$ cat src/design/ffha_pkg.sv
// Shared types, constants and status codes for the first-fit heap allocator.
// No dependencies; every other design file but ffha_ram refers to it by scoped names.
`timescale 1ns / 1ps

package ffha_pkg;

  localparam int ADDR_W       = 32;
  localparam int SIZE_W       = 26;
  localparam int NEED_W       = SIZE_W + 1;
  localparam int SUM_W        = ADDR_W + 2;
  localparam int MAX_BLOCKS   = 64;
  localparam int IDX_W        = $clog2(MAX_BLOCKS);
  localparam int CNT_W        = $clog2(MAX_BLOCKS + 1);
  localparam int HEADER_BYTES = 16;
  // alignment must be a power of two
  localparam int SIZE_ALIGN   = 4;
  localparam int ALIGN_LG     = $clog2(SIZE_ALIGN);
  localparam logic [ADDR_W-1:0] SIZE_CAP = 32'h0200_0000;

  localparam logic [2:0] ST_OK      = 3'd0;
  localparam logic [2:0] ST_NULL    = 3'd1;
  localparam logic [2:0] ST_BIG     = 3'd2;
  localparam logic [2:0] ST_NOSPACE = 3'd3;
  localparam logic [2:0] ST_UNKNOWN = 3'd4;

  localparam logic MODE_ALLOC = 1'b0;
  localparam logic MODE_FREE  = 1'b1;

  typedef struct packed {
    logic [ADDR_W-1:0] offset;
    logic [SIZE_W-1:0] size;
    logic              free;
  } entry_t;

  localparam int ENTRY_W = $bits(entry_t);

  typedef struct packed {
    logic              mode;
    logic [SIZE_W-1:0] req_size;
    logic [ADDR_W-1:0] free_address;
  } req_t;

  typedef struct packed {
    logic              done;
    logic [ADDR_W-1:0] result_address;
    logic [2:0]        status;
  } res_t;

  typedef struct packed {
    logic [SUM_W-1:0] sum;
    logic             eq;
    logic             gt;
  } alu_out_t;

endpackage

$ cat src/design/ffha_ram.sv
// Generic single-write, single-read RAM with registered read data.
// No dependencies.
`timescale 1ns / 1ps

module ffha_ram #(
  parameter int WIDTH = 8,
  parameter int DEPTH = 16
) (
  input  logic                     clk,
  input  logic                     we,
  input  logic [$clog2(DEPTH)-1:0] waddr,
  input  logic [WIDTH-1:0]         wdata,
  input  logic [$clog2(DEPTH)-1:0] raddr,
  output logic [WIDTH-1:0]         rdata
);

  logic [WIDTH-1:0] mem [DEPTH];
  logic [WIDTH-1:0] rdata_r;

  always_ff @(posedge clk) begin
    if (we) begin
      mem[waddr] <= wdata;
    end
    rdata_r <= mem[raddr];
  end

  assign rdata = rdata_r;

endmodule

$ cat src/design/ffha_alu.sv
// Shared adder and comparator of the allocator sequencer.
// Depends on ffha_pkg.
`timescale 1ns / 1ps

module ffha_alu (
  input  logic [ffha_pkg::SUM_W-1:0] a,
  input  logic [ffha_pkg::SUM_W-1:0] b,
  input  logic [ffha_pkg::SUM_W-1:0] cmp,
  output ffha_pkg::alu_out_t         res
);

  logic [ffha_pkg::SUM_W-1:0] sum;

  assign sum     = a + b;
  assign res.sum = sum;
  assign res.eq  = (sum[ffha_pkg::ADDR_W-1:0] == cmp[ffha_pkg::ADDR_W-1:0]);
  assign res.gt  = (sum > cmp);

endmodule

$ cat src/design/ffha_seq.sv
// Sequencer of the allocator: block table walk, split with shift, append at the break.
// Depends on ffha_pkg, ffha_ram and ffha_alu.
`timescale 1ns / 1ps

module ffha_seq (
  input  logic                          clk,
  input  logic                          rst_n,
  input  logic                          start,
  input  ffha_pkg::req_t                req,
  input  logic [ffha_pkg::ADDR_W-1:0]   heap_base,
  input  logic [ffha_pkg::ADDR_W-1:0]   heap_limit,
  input  logic                          res_take,
  output logic                          busy,
  output ffha_pkg::res_t                res
);

  localparam int AW = ffha_pkg::ADDR_W;
  localparam int SW = ffha_pkg::SIZE_W;
  localparam int NW = ffha_pkg::NEED_W;
  localparam int XW = ffha_pkg::SUM_W;
  localparam int IW = ffha_pkg::IDX_W;
  localparam int CW = ffha_pkg::CNT_W;

  localparam logic [3:0] S_IDLE   = 4'd0;
  localparam logic [3:0] S_PREP   = 4'd1;
  localparam logic [3:0] S_SCAN   = 4'd2;
  localparam logic [3:0] S_SPLIT  = 4'd3;
  localparam logic [3:0] S_SHIFT  = 4'd4;
  localparam logic [3:0] S_INSERT = 4'd5;
  localparam logic [3:0] S_APP1   = 4'd6;
  localparam logic [3:0] S_APP2   = 4'd7;
  localparam logic [3:0] S_APP3   = 4'd8;
  localparam logic [3:0] S_FIN    = 4'd9;

  logic [3:0]    state_r, state_nxt;
  logic          mode_r, mode_nxt;
  logic [SW-1:0] req_r, req_nxt;
  logic [AW-1:0] addr_r, addr_nxt;
  logic [SW-1:0] need_r, need_nxt;
  logic [NW-1:0] need_hdr_r, need_hdr_nxt;
  logic [NW-1:0] need_hm1_r, need_hm1_nxt;
  logic [AW-1:0] base_hdr_r, base_hdr_nxt;
  logic [IW-1:0] idx_r, idx_nxt;
  logic [IW-1:0] hit_r, hit_nxt;
  logic [CW-1:0] count_r, count_nxt;
  logic [AW-1:0] brk_r, brk_nxt;
  logic [AW-1:0] ent_off_r, ent_off_nxt;
  logic [SW-1:0] ent_size_r, ent_size_nxt;
  logic [AW-1:0] rest_off_r, rest_off_nxt;
  logic [SW-1:0] rest_size_r, rest_size_nxt;
  logic [AW:0]   nbm1_r, nbm1_nxt;
  logic [AW-1:0] res_addr_r, res_addr_nxt;
  logic [2:0]    status_r, status_nxt;

  logic [NW-1:0] need_raw;
  logic          we;
  logic [IW-1:0] waddr;
  ffha_pkg::entry_t wdata;
  logic [ffha_pkg::ENTRY_W-1:0] rdata_raw;
  ffha_pkg::entry_t ent;
  logic [XW-1:0] alu_a, alu_b, alu_cmp;
  ffha_pkg::alu_out_t alu;
  logic          hit, split, last_ent;

  ffha_ram #(
    .WIDTH(ffha_pkg::ENTRY_W),
    .DEPTH(ffha_pkg::MAX_BLOCKS)
  ) u_table (
    .clk  (clk),
    .we   (we),
    .waddr(waddr),
    .wdata(wdata),
    .raddr(idx_nxt),
    .rdata(rdata_raw)
  );

  ffha_alu u_alu (
    .a  (alu_a),
    .b  (alu_b),
    .cmp(alu_cmp),
    .res(alu)
  );

  assign ent = ffha_pkg::entry_t'(rdata_raw);

  // round up to the alignment
  assign need_raw = (({1'b0, req.req_size} + NW'(ffha_pkg::SIZE_ALIGN - 1)) >> ffha_pkg::ALIGN_LG)
                    << ffha_pkg::ALIGN_LG;

  assign hit = (mode_r == ffha_pkg::MODE_FREE) ? alu.eq
                                               : (ent.free && (ent.size >= need_r));
  assign split = ({1'b0, ent.size} > need_hdr_r) &&
                 (count_r != CW'(ffha_pkg::MAX_BLOCKS));
  assign last_ent = ((CW'(idx_r) + CW'(1)) == count_r);

  always_comb begin
    state_nxt     = state_r;
    mode_nxt      = mode_r;
    req_nxt       = req_r;
    addr_nxt      = addr_r;
    need_nxt      = need_r;
    need_hdr_nxt  = need_hdr_r;
    need_hm1_nxt  = need_hm1_r;
    base_hdr_nxt  = base_hdr_r;
    idx_nxt       = idx_r;
    hit_nxt       = hit_r;
    count_nxt     = count_r;
    brk_nxt       = brk_r;
    ent_off_nxt   = ent_off_r;
    ent_size_nxt  = ent_size_r;
    rest_off_nxt  = rest_off_r;
    rest_size_nxt = rest_size_r;
    nbm1_nxt      = nbm1_r;
    res_addr_nxt  = res_addr_r;
    status_nxt    = status_r;
    we            = 1'b0;
    waddr         = idx_r;
    wdata         = '0;
    alu_a         = '0;
    alu_b         = '0;
    alu_cmp       = '0;

    unique case (state_r)
      S_IDLE: begin
        if (start) begin
          mode_nxt  = req.mode;
          req_nxt   = req.req_size;
          addr_nxt  = req.free_address;
          need_nxt  = need_raw[SW-1:0];
          state_nxt = S_PREP;
        end
      end

      S_PREP: begin
        alu_a        = {2'b0, heap_base};
        alu_b        = XW'(ffha_pkg::HEADER_BYTES);
        base_hdr_nxt = alu.sum[AW-1:0];
        need_hdr_nxt = {1'b0, need_r} + NW'(ffha_pkg::HEADER_BYTES);
        need_hm1_nxt = {1'b0, need_r} + NW'(ffha_pkg::HEADER_BYTES - 1);
        res_addr_nxt = '0;
        idx_nxt      = '0;
        if (mode_r == ffha_pkg::MODE_ALLOC) begin
          if (req_r == '0) begin
            status_nxt = ffha_pkg::ST_NULL;
            state_nxt  = S_FIN;
          end else if (AW'(req_r) >= ffha_pkg::SIZE_CAP) begin
            status_nxt = ffha_pkg::ST_BIG;
            state_nxt  = S_FIN;
          end else if (count_r == '0) begin
            state_nxt = S_APP1;
          end else begin
            state_nxt = S_SCAN;
          end
        end else begin
          if (addr_r == '0) begin
            status_nxt = ffha_pkg::ST_NULL;
            state_nxt  = S_FIN;
          end else if (count_r == '0) begin
            status_nxt = ffha_pkg::ST_UNKNOWN;
            state_nxt  = S_FIN;
          end else begin
            state_nxt = S_SCAN;
          end
        end
      end

      // one table entry per cycle; the read address runs one entry ahead
      S_SCAN: begin
        alu_a   = {2'b0, base_hdr_r};
        alu_b   = {2'b0, ent.offset};
        alu_cmp = {2'b0, addr_r};
        if (hit) begin
          hit_nxt    = idx_r;
          status_nxt = ffha_pkg::ST_OK;
          we         = 1'b1;
          waddr      = idx_r;
          if (mode_r == ffha_pkg::MODE_FREE) begin
            wdata        = '{offset: ent.offset, size: ent.size, free: 1'b1};
            res_addr_nxt = '0;
            state_nxt    = S_FIN;
          end else begin
            wdata        = '{offset: ent.offset, size: (split ? need_r : ent.size),
                             free: 1'b0};
            res_addr_nxt = alu.sum[AW-1:0];
            ent_off_nxt  = ent.offset;
            ent_size_nxt = ent.size;
            state_nxt    = split ? S_SPLIT : S_FIN;
          end
        end else if (last_ent) begin
          if (mode_r == ffha_pkg::MODE_FREE) begin
            status_nxt = ffha_pkg::ST_UNKNOWN;
            state_nxt  = S_FIN;
          end else begin
            state_nxt = S_APP1;
          end
        end else begin
          idx_nxt = idx_r + IW'(1);
        end
      end

      S_SPLIT: begin
        alu_a         = {2'b0, ent_off_r};
        alu_b         = XW'(need_hdr_r);
        rest_off_nxt  = alu.sum[AW-1:0];
        rest_size_nxt = SW'({1'b0, ent_size_r} - need_hdr_r);
        idx_nxt       = IW'(count_r - CW'(1));
        state_nxt     = ((CW'(hit_r) + CW'(1)) == count_r) ? S_INSERT : S_SHIFT;
      end

      // move entries up by one, top first
      S_SHIFT: begin
        we    = 1'b1;
        waddr = idx_r + IW'(1);
        wdata = ent;
        if (idx_r == (hit_r + IW'(1))) begin
          state_nxt = S_INSERT;
        end else begin
          idx_nxt = idx_r - IW'(1);
        end
      end

      S_INSERT: begin
        we        = 1'b1;
        waddr     = hit_r + IW'(1);
        wdata     = '{offset: rest_off_r, size: rest_size_r, free: 1'b1};
        count_nxt = count_r + CW'(1);
        state_nxt = S_FIN;
      end

      S_APP1: begin
        alu_a    = {2'b0, brk_r};
        alu_b    = XW'(need_hm1_r);
        nbm1_nxt = alu.sum[AW:0];
        if (count_r == CW'(ffha_pkg::MAX_BLOCKS)) begin
          status_nxt = ffha_pkg::ST_NOSPACE;
          state_nxt  = S_FIN;
        end else begin
          state_nxt = S_APP2;
        end
      end

      // last byte of the new block against the limit, new break against 32 bits
      S_APP2: begin
        alu_a   = {2'b0, heap_base};
        alu_b   = {1'b0, nbm1_r};
        alu_cmp = {2'b0, heap_limit};
        if (nbm1_r[AW] || (&nbm1_r[AW-1:0]) || alu.gt) begin
          status_nxt = ffha_pkg::ST_NOSPACE;
          state_nxt  = S_FIN;
        end else begin
          state_nxt = S_APP3;
        end
      end

      S_APP3: begin
        alu_a        = {2'b0, base_hdr_r};
        alu_b        = {2'b0, brk_r};
        res_addr_nxt = alu.sum[AW-1:0];
        status_nxt   = ffha_pkg::ST_OK;
        we           = 1'b1;
        waddr        = count_r[IW-1:0];
        wdata        = '{offset: brk_r, size: need_r, free: 1'b0};
        brk_nxt      = nbm1_r[AW-1:0] + AW'(1);
        count_nxt    = count_r + CW'(1);
        state_nxt    = S_FIN;
      end

      S_FIN: begin
        if (res_take) begin
          state_nxt = S_IDLE;
        end
      end

      default: begin
        state_nxt = S_IDLE;
      end
    endcase
  end

  always_ff @(posedge clk) begin
    if (!rst_n) begin
      state_r <= S_IDLE;
      count_r <= '0;
      brk_r   <= '0;
      idx_r   <= '0;
    end else begin
      state_r <= state_nxt;
      count_r <= count_nxt;
      brk_r   <= brk_nxt;
      idx_r   <= idx_nxt;
    end
  end

  always_ff @(posedge clk) begin
    mode_r      <= mode_nxt;
    req_r       <= req_nxt;
    addr_r      <= addr_nxt;
    need_r      <= need_nxt;
    need_hdr_r  <= need_hdr_nxt;
    need_hm1_r  <= need_hm1_nxt;
    base_hdr_r  <= base_hdr_nxt;
    hit_r       <= hit_nxt;
    ent_off_r   <= ent_off_nxt;
    ent_size_r  <= ent_size_nxt;
    rest_off_r  <= rest_off_nxt;
    rest_size_r <= rest_size_nxt;
    nbm1_r      <= nbm1_nxt;
    res_addr_r  <= res_addr_nxt;
    status_r    <= status_nxt;
  end

  assign busy               = (state_r != S_IDLE);
  assign res.done           = (state_r == S_FIN);
  assign res.result_address = res_addr_r;
  assign res.status         = status_r;

endmodule

$ cat src/design/first_fit_heap_allocator.sv
// Top level of the first-fit heap allocator: APB registers, channels, result register.
// Depends on ffha_pkg and ffha_seq (which holds ffha_ram and ffha_alu).
//
//   channel  direction  handshake             payload
//   in_      input      in_valid / in_stall   in_mode, in_req_size, in_free_address
//   out_     output     out_valid / out_stall out_result_address, out_status
//   apb      input      psel/penable/pwrite   paddr, pwdata, prdata (pready tied high)
//
// A request with zero size, too large a size or a null free address is rejected before
// the table walk; otherwise the walk stops at the first matching entry, an allocation that
// splits a block then moves the entries above it up by one and inserts the remainder, and
// an allocation with no fit tries an append at the break. The walk takes one entry per cycle.
// Reset empties the table through its fill count; no clearing pass is needed.
// in_stall stays high while a request is in work; a result waits in the output
// register under out_stall while the next request is already taken.
`timescale 1ns / 1ps

module first_fit_heap_allocator (
  input  logic                        clk,
  input  logic                        rst_n,
  input  logic                        in_valid,
  output logic                        in_stall,
  input  logic                        in_mode,
  input  logic [ffha_pkg::SIZE_W-1:0] in_req_size,
  input  logic [ffha_pkg::ADDR_W-1:0] in_free_address,
  output logic                        out_valid,
  input  logic                        out_stall,
  output logic [ffha_pkg::ADDR_W-1:0] out_result_address,
  output logic [2:0]                  out_status,
  input  logic                        psel,
  input  logic                        penable,
  input  logic                        pwrite,
  input  logic [2:0]                  paddr,
  input  logic [31:0]                 pwdata,
  output logic [31:0]                 prdata,
  output logic                        pready
);

  localparam logic REG_BASE  = 1'b0;
  localparam logic REG_LIMIT = 1'b1;

  logic [ffha_pkg::ADDR_W-1:0] heap_base_r, heap_base_nxt;
  logic [ffha_pkg::ADDR_W-1:0] heap_limit_r, heap_limit_nxt;
  logic                        out_valid_r, out_valid_nxt;
  logic [ffha_pkg::ADDR_W-1:0] out_addr_r, out_addr_nxt;
  logic [2:0]                  out_status_r, out_status_nxt;

  logic           busy;
  logic           start;
  logic           res_take;
  logic           cfg_wr;
  ffha_pkg::req_t req;
  ffha_pkg::res_t res;

  assign pready = 1'b1;
  assign cfg_wr = psel && penable && pwrite;

  always_comb begin
    heap_base_nxt  = heap_base_r;
    heap_limit_nxt = heap_limit_r;
    if (cfg_wr) begin
      unique case (paddr[2])
        REG_BASE:  heap_base_nxt  = pwdata;
        REG_LIMIT: heap_limit_nxt = pwdata;
        default:   heap_base_nxt  = heap_base_r;
      endcase
    end
  end

  assign prdata = (paddr[2] == REG_LIMIT) ? heap_limit_r : heap_base_r;

  assign in_stall         = busy;
  assign start            = in_valid && !busy;
  assign req.mode         = in_mode;
  assign req.req_size     = in_req_size;
  assign req.free_address = in_free_address;

  // load the result once the output register is free or being emptied
  assign res_take = res.done && (!out_valid_r || !out_stall);

  always_comb begin
    out_valid_nxt  = out_valid_r;
    out_addr_nxt   = out_addr_r;
    out_status_nxt = out_status_r;
    if (out_valid_r && !out_stall) begin
      out_valid_nxt = 1'b0;
    end
    if (res_take) begin
      out_valid_nxt  = 1'b1;
      out_addr_nxt   = res.result_address;
      out_status_nxt = res.status;
    end
  end

  ffha_seq u_seq (
    .clk       (clk),
    .rst_n     (rst_n),
    .start     (start),
    .req       (req),
    .heap_base (heap_base_r),
    .heap_limit(heap_limit_r),
    .res_take  (res_take),
    .busy      (busy),
    .res       (res)
  );

  always_ff @(posedge clk) begin
    if (!rst_n) begin
      heap_base_r  <= '0;
      heap_limit_r <= '1;
      out_valid_r  <= 1'b0;
    end else begin
      heap_base_r  <= heap_base_nxt;
      heap_limit_r <= heap_limit_nxt;
      out_valid_r  <= out_valid_nxt;
    end
  end

  always_ff @(posedge clk) begin
    out_addr_r   <= out_addr_nxt;
    out_status_r <= out_status_nxt;
  end

  assign out_valid          = out_valid_r;
  assign out_result_address = out_addr_r;
  assign out_status         = out_status_r;

`ifndef SYNTHESIS
  a_stall_after_accept: assert property (@(posedge clk) disable iff (!rst_n)
    (in_valid && !in_stall) |=> in_stall)
    else $error("input not stalled after a transaction was taken");

  a_status_range: assert property (@(posedge clk) disable iff (!rst_n)
    out_valid |-> (out_status <= ffha_pkg::ST_UNKNOWN))
    else $error("status code out of range");

  a_fail_no_addr: assert property (@(posedge clk) disable iff (!rst_n)
    (out_valid && (out_status != ffha_pkg::ST_OK)) |-> (out_result_address == '0))
    else $error("failed request returned an address");

  a_no_overwrite: assert property (@(posedge clk) disable iff (!rst_n)
    (out_valid && out_stall) |=> (out_valid && $stable(out_result_address)
                                 && $stable(out_status)))
    else $error("waiting result was overwritten");
`endif

endmodule

$ cat config.mk
export PLATFORM = sky130hd
export DESIGN_NAME = first_fit_heap_allocator
export DESIGN_NICKNAME = d
export VERILOG_FILES = /design/src/design/ffha_pkg.sv /design/src/design/ffha_ram.sv /design/src/design/ffha_alu.sv /design/src/design/ffha_seq.sv /design/src/design/first_fit_heap_allocator.sv
export SDC_FILE = /design/constraint.sdc
export NUM_CORES = 2
export LEC_CHECK = 0
export BUFFER_PORTS_ARGS = -buffer_cell sky130_fd_sc_hd__buf_2
export CAP_MARGIN = 5
export CELL_PAD_IN_SITES_DETAIL_PLACEMENT = 1
export CELL_PAD_IN_SITES_GLOBAL_PLACEMENT = 2
export CORE_ASPECT_RATIO = 1.25
export CORE_MARGIN = 2
export CORE_UTILIZATION = 40
export CTS_BUF_LIST = sky130_fd_sc_hd__clkbuf_4 sky130_fd_sc_hd__clkbuf_8
export CTS_CLUSTER_SIZE = 8
export DETAILED_ROUTE_END_ITERATION = 8
export PLACE_DENSITY = 0.65
export SLEW_MARGIN = 10
export SYNTH_ARGS = -nofsm -noshare
export SYNTH_HDL_FRONTEND = slang
export SYNTH_SLANG_ARGS = --single-unit
$ cat constraint.sdc
create_clock -name clk -period 20.6 [get_ports clk]
set_input_delay 4.12 -clock clk [delete_from_list [all_inputs] [get_ports clk]]
set_output_delay 4.12 -clock clk [all_outputs]
set_load 0.05 [all_outputs]
; ---- Word level (Yosys, flattened, before mapping)
; Memory sizes are Yosys's and may differ from the RTL's. A register that Yosys moved wholly into a read port is not among the register bits.
; Index checks and enable logic that the tools add are counted.
[word_totals]
in_bits = 101
ramBits = 3776
latch_bits = 0
wordCells = 155
mem_count = 1
out_inout_bits = 70
romBits = 0
regBits = 508
[classes]
eq_ne = 25
n_bitwise = 2
n_addsub = 13
magnitude_cmp = 4
n_reduce_logical = 34
muxes = 52
shifts = 0
n_mul = 0
div_mod_pow = 0
[memory_table]
columns = name, depth, word_bits, read_ports, rd_clocked_by_memory_dff, wr, line_no
row1 = u_seq.u_table.mem, 64, 59, 1, 1, 1, ffha_ram.sv:17  ; logic [WIDTH-1:0] mem [DEPTH];
[op_table]
columns = cell, count
row1 = 59-bit case mux with 4 select lines, 1
row2 = 33-bit case mux with 6 select lines, 1
row3 = 32-bit case mux with 4 select lines, 1
row4 = 32-bit 2-to-1 mux, 3
row5 = 32-bit case mux with 3 select lines, 1
row6 = 32-bit case mux with 2 select lines, 1
row7 = 59-bit 2-to-1 mux, 1
row8 = 4-bit 2-to-1 mux, 14
row9 = 4-bit case mux with 9 select lines, 1
row10 = 32-bit by 33-bit adder with 34-bit output, 1
row11 = 34-bit greater-than comparator, 1
row12 = 3-bit 2-to-1 mux, 11
row13 = "32-bit by 1-bit adder with 32-bit output, second input constant", 1
row14 = 32-bit equality test, 1
row15 = 32-bit zero test, 1
row16 = 32-bit AND reduction, 1
row17 = "26-bit by 4-bit adder with 27-bit output, second input constant", 1
row18 = "26-bit by 5-bit adder with 27-bit output, second input constant", 1
row19 = 26-bit by 27-bit greater-than comparator with 1-bit output, 1
row20 = 27-bit 2-to-1 mux, 1
row21 = "26-bit by 2-bit adder with 26-bit output, second input constant", 1
row22 = 26-bit greater-or-equal comparator, 1
row23 = "26-bit greater-or-equal comparator, second input constant", 1
row24 = 26-bit zero test, 1
row25 = 41 further kinds, 81

; ---- Logic depth before layout (Yosys ltp)
[depth]
ltp_word = 10
ltp_mapped = 42
ltp_nobuf = 35

; ---- By module
; A second synthesis with hierarchy kept.
[hier_totals]
cells_unflattened = 8681
hier_area_um2 = 172177.6
[modules_own_cells]
columns = module, area_per_inst_um2, cells_per_inst, n_inst, seq_area_each_um2
row1 = ffha_ram, 144458.5, 6130, 1, 114569.9
row2 = ffha_seq, 20797.4, 1810, 1, 11641.2
row3 = first_fit_heap_allocator, 4225.3, 358, 1, 2352.3
row4 = ffha_alu, 2696.3, 383, 1, 0.0

; ---- Worst setup path after synthesis
; OpenSTA, ideal clock, no wires.
[synth_timing]
kind = register to register
startpoint = reg u_seq.state_r[2]
endpoint = mem u_seq.u_table.mem[41][0] (netlist bit), enable pin
path_buffers = 3
required_time_ps = 20124
synth_period_minus_slack_ps = 10356
setup_time_ps = 476
arrival_ps = 9880
slack_ps = 10244
path_stages_with_launch = 31
path_cell_list = dfxtp_1 buf_2 nor2_1 nand3_1 inv_1 clkbuf_1 buf_1 a222oi_1 nand2_1 ha_1 a211oi_1 nor2_1 a311oi_4 o21ai_0 o21ai_0 a21boi_0 o21a_1 o41a_1 nand4_1 a41o_1 o41a_1 nand3_1 ha_1 nand4_1 nor2_1 nand4b_1 a21o_1 o21ai_0 o2bb2ai_1 nand2_1 nor2_1
[synth_rtl]
columns = item, line_no
row1 = "start, declared", ffha_seq.sv:35  ; logic [3:0] state_r, state_nxt;
row2 = "start signal, assigned", ffha_seq.sv:287  ; state_r <= state_nxt;
row3 = "end, declared", ffha_ram.sv:17

==> results.yml <==
status:
  status: "completed"
grt:
  first_global_vias: 112000
  grt_max_degree: 141
  track_usage_pct: 26.4
  antenna_found_initial: 23
  grt_pass1_wl_um: 830000
  grt_overflow: 0
synthesis:
  ys_seq_area_share_pct: 74.1
  synth_mux_area_share_pct: 4.75
  synth_edf_count: 4166
  synth_seq_cells: 4339
  yosys-top-cells-count: "edfxtp_1, nand2_1, nand3_1"
  synth_top_family_by_area: "simple AND/OR/NAND/NOR gates"
  synth_compound_gate_area_share_pct: 7.21
  synth-xor-area-share_pct: 0.915
  synth_nets: 12000
  yosys.area_share.simple_pct: 9.72
  yosysUniqueCellTypes: 95
  ys_top_cells_by_area: "edfxtp_1, nand2_1, mux4_2, nand3_1, dfxtp_1"
  synth_area_mm2: 0.173
  synth_ff_type: "edfxtp_1"
  synthMostInstantiatedCell: "edfxtp_1"
  yosysTopAreaCell: "edfxtp_1"
  yosysWarnings: 0
  avgSynthCellArea_um2: 14.7
  syn_inst: 11800
  yosysTopAreaCellShare_pct: 72.1
  synth-async-reset-ratio_pct: 0
  synth_fa_ha_area_share_pct: 1.06
cts:
  cts_tree: "done"
  insertion_delay_ns: 1.32
  clkSinkCount: 4339
  ctsRootBufferMaster: "clkbuf_8"
  post-cts-setup-buffer-count: 0
  ctsResizeCount: 0
  htree_num_levels: 6
  hold_buffers: 0
  ctsLongestPathBuffers: 4
  cts_buffers: 692
  cts.clk_slew.worst_paths_ns: 0.06
route:
  viasPerCell: 5.85
  drtIter0Drc: 10800
  num_vias: 108000
  drtPass1Iterations: 8
  wirelength_um: 590000
  drc: 0
  wire_per_inst_um: 31.9
  ant_nets: 0
placement:
  gp_congestion: 0.853
  port_buffers: 167
  placedCellCount: 17200
  dp_hpwl_um: 330000
timing:
  rsz0062_at_grt: "no"
  min_period_over_period_pct: 71.1
  maxSlewViolCount: 0
  fmax_ghz: 0.0683
  relSlewSlack_pct: 14.3
  finalHoldViolCount: 0
  setup_viol: 0
  min_period_ns: 14.64
  setup-tns-final_ns: 0
  clock_skew_ns: 0.0761
  worst_pin_slew_ns: 1.29
  holdWs_ns: 0.417
die:
  io-pin-count: 171
  coreArea_mm2: 0.432
  initial_core_util_pct: 40.1
  num_rows: 270
  fp.dieH_um: 740
  die_w_um: 593
  dieArea_mm2: 0.439
critical_path:
  cp.depth: 35
  r2r_slack_ns: 5.96
  cp-end-kind: "flip-flop"
  cp-start-kind: "flip-flop"
  critPathMaxFanout: 86
  path_class: "reg -> reg"
  crit_family: "compound AO/OA/AOI/OAI gates"
  required_ns: 21.76
  r2r_cells: 35
  rr_endpoint: "u_seq.u_table.rdata[58]"
  cp_common_cell: "buf_4"
  r2r_start: "u_seq.state_r[2]"
  critPathMaxStageDelay_ns: 0.87
  cp_num_buf_inv: 5
  worstPathArrival_ns: 15.80
  worst_path_max_delay_cell: "buf_4"
min_path:
  min_to: "out_result_address[9]"
  hp-class: "reg -> reg"
  hold_path_startpoint: "u_seq.res_addr_r[9]"
  min_path_cells: 0
final_layout:
  drive_gt1_share_pct: 16.1
  nets: 12500
  areaGrowthSynthToFinish_pct: 12.5
  final_cells: 18500
  fin_util_pct: 45.2
run:
  max_cap_viol_count: 0
[area by class of cell]
class / count / area, um^2
fillers: 42700 / 237000
flip-flops and latches: 4339 / 129000
multi-input cells: 6566 / 42000
clock buffers: 1046 / 12500
well taps: 5712 / 7150
repair buffers: 479 / 3380
clock inverters: 172 / 1150
inverters: 130 / 494
diodes: 20 / 50.0
[state kept, by name, indices dropped and copies added, names as in the netlist, 26 cells and up]
signal               flops
heap_base_r             32
heap_limit_r            32
out_result_address      32
u_seq.addr_r            32
u_seq.base_hdr_r        32
u_seq.brk_r             32
u_seq.ent_off_r         32
u_seq.ent_size_r        26
u_seq.nbm1_r            33
u_seq.req_r             26
u_seq.res_addr_r        32
u_seq.rest_off_r        32
u_seq.rest_size_r       26
u_seq.u_table.mem     3776
u_seq.u_table.rdata     59
[cells by family (layout without fill, tap and decap cells)]
| group | Yosys count | in the layout |
|---|---|---|
| DFF | 4339 | 4339 |
| adders and majority gates | 146 | 146 |
| AOI/OAI and AO/OA | 1879 | 1879 |
| xor gates and xnor gates | 173 | 173 |
| buffers and inverters | 860 | 1827 |
| other | 1 | 21 |
| muxes | 529 | 529 |
| and+or+nand+nor | 3838 | 3838 |
[routing by layer]
metal,vias up,wire (um),GRT usage [%]
met5,-,26,0
met4,4,19800,8.92
met3,962,31600,3.20
met2,3588,297000,45.5
met1,57400,242000,34.4
li1,46100,-,-
[worst max path at each step]
stage | startpoint | end | slack [ns]
after floorplan | u_seq.state_r[2] | u_seq.u_table.mem[41][0] | 10.24
after global placement | u_seq.state_r[2] | u_seq.u_table.rdata[58] | 6.17
after detailed placement | u_seq.state_r[2] | u_seq.u_table.rdata[58] | 5.99
after CTS | u_seq.state_r[2] | u_seq.u_table.rdata[58] | 5.94
after global routing | u_seq.state_r[2] | u_seq.u_table.rdata[48] | 5.30
final | u_seq.state_r[2] | u_seq.u_table.rdata[58] | 5.96
[through the flow]
step | setup WS (ns) | instance area (um^2)
detailed placement | 5.99 | 181000
CTS | 5.94 | 195000
global placement | 6.17 | 181000
finish | 5.96 | 195000
floorplan | 10.24 | 173000
global route | 5.30 | 195000
[placed cells by master (no fill, tap or decap), types with 77 or more instances in the layout]
master,n
edfxtp_1,4166
nand2_1,2244
clkbuf_8,738
nand3_1,726
a21oi_1,632
a22oi_1,324
clkbuf_4,308
buf_4,295
mux2i_1,264
mux4_2,232
a211oi_1,221
and3_1,214
a31oi_1,189
dfxtp_1,172
nor2_1,170
buf_2,167
nand4_1,159
ha_1,143
xnor2_1,110
clkinv_1,106
inv_1,95
nor2_4,77
nor4_1,77
Power is not shown: default switching activity piles up to over one toggle a cycle in this logic, so the estimate is an artifact.
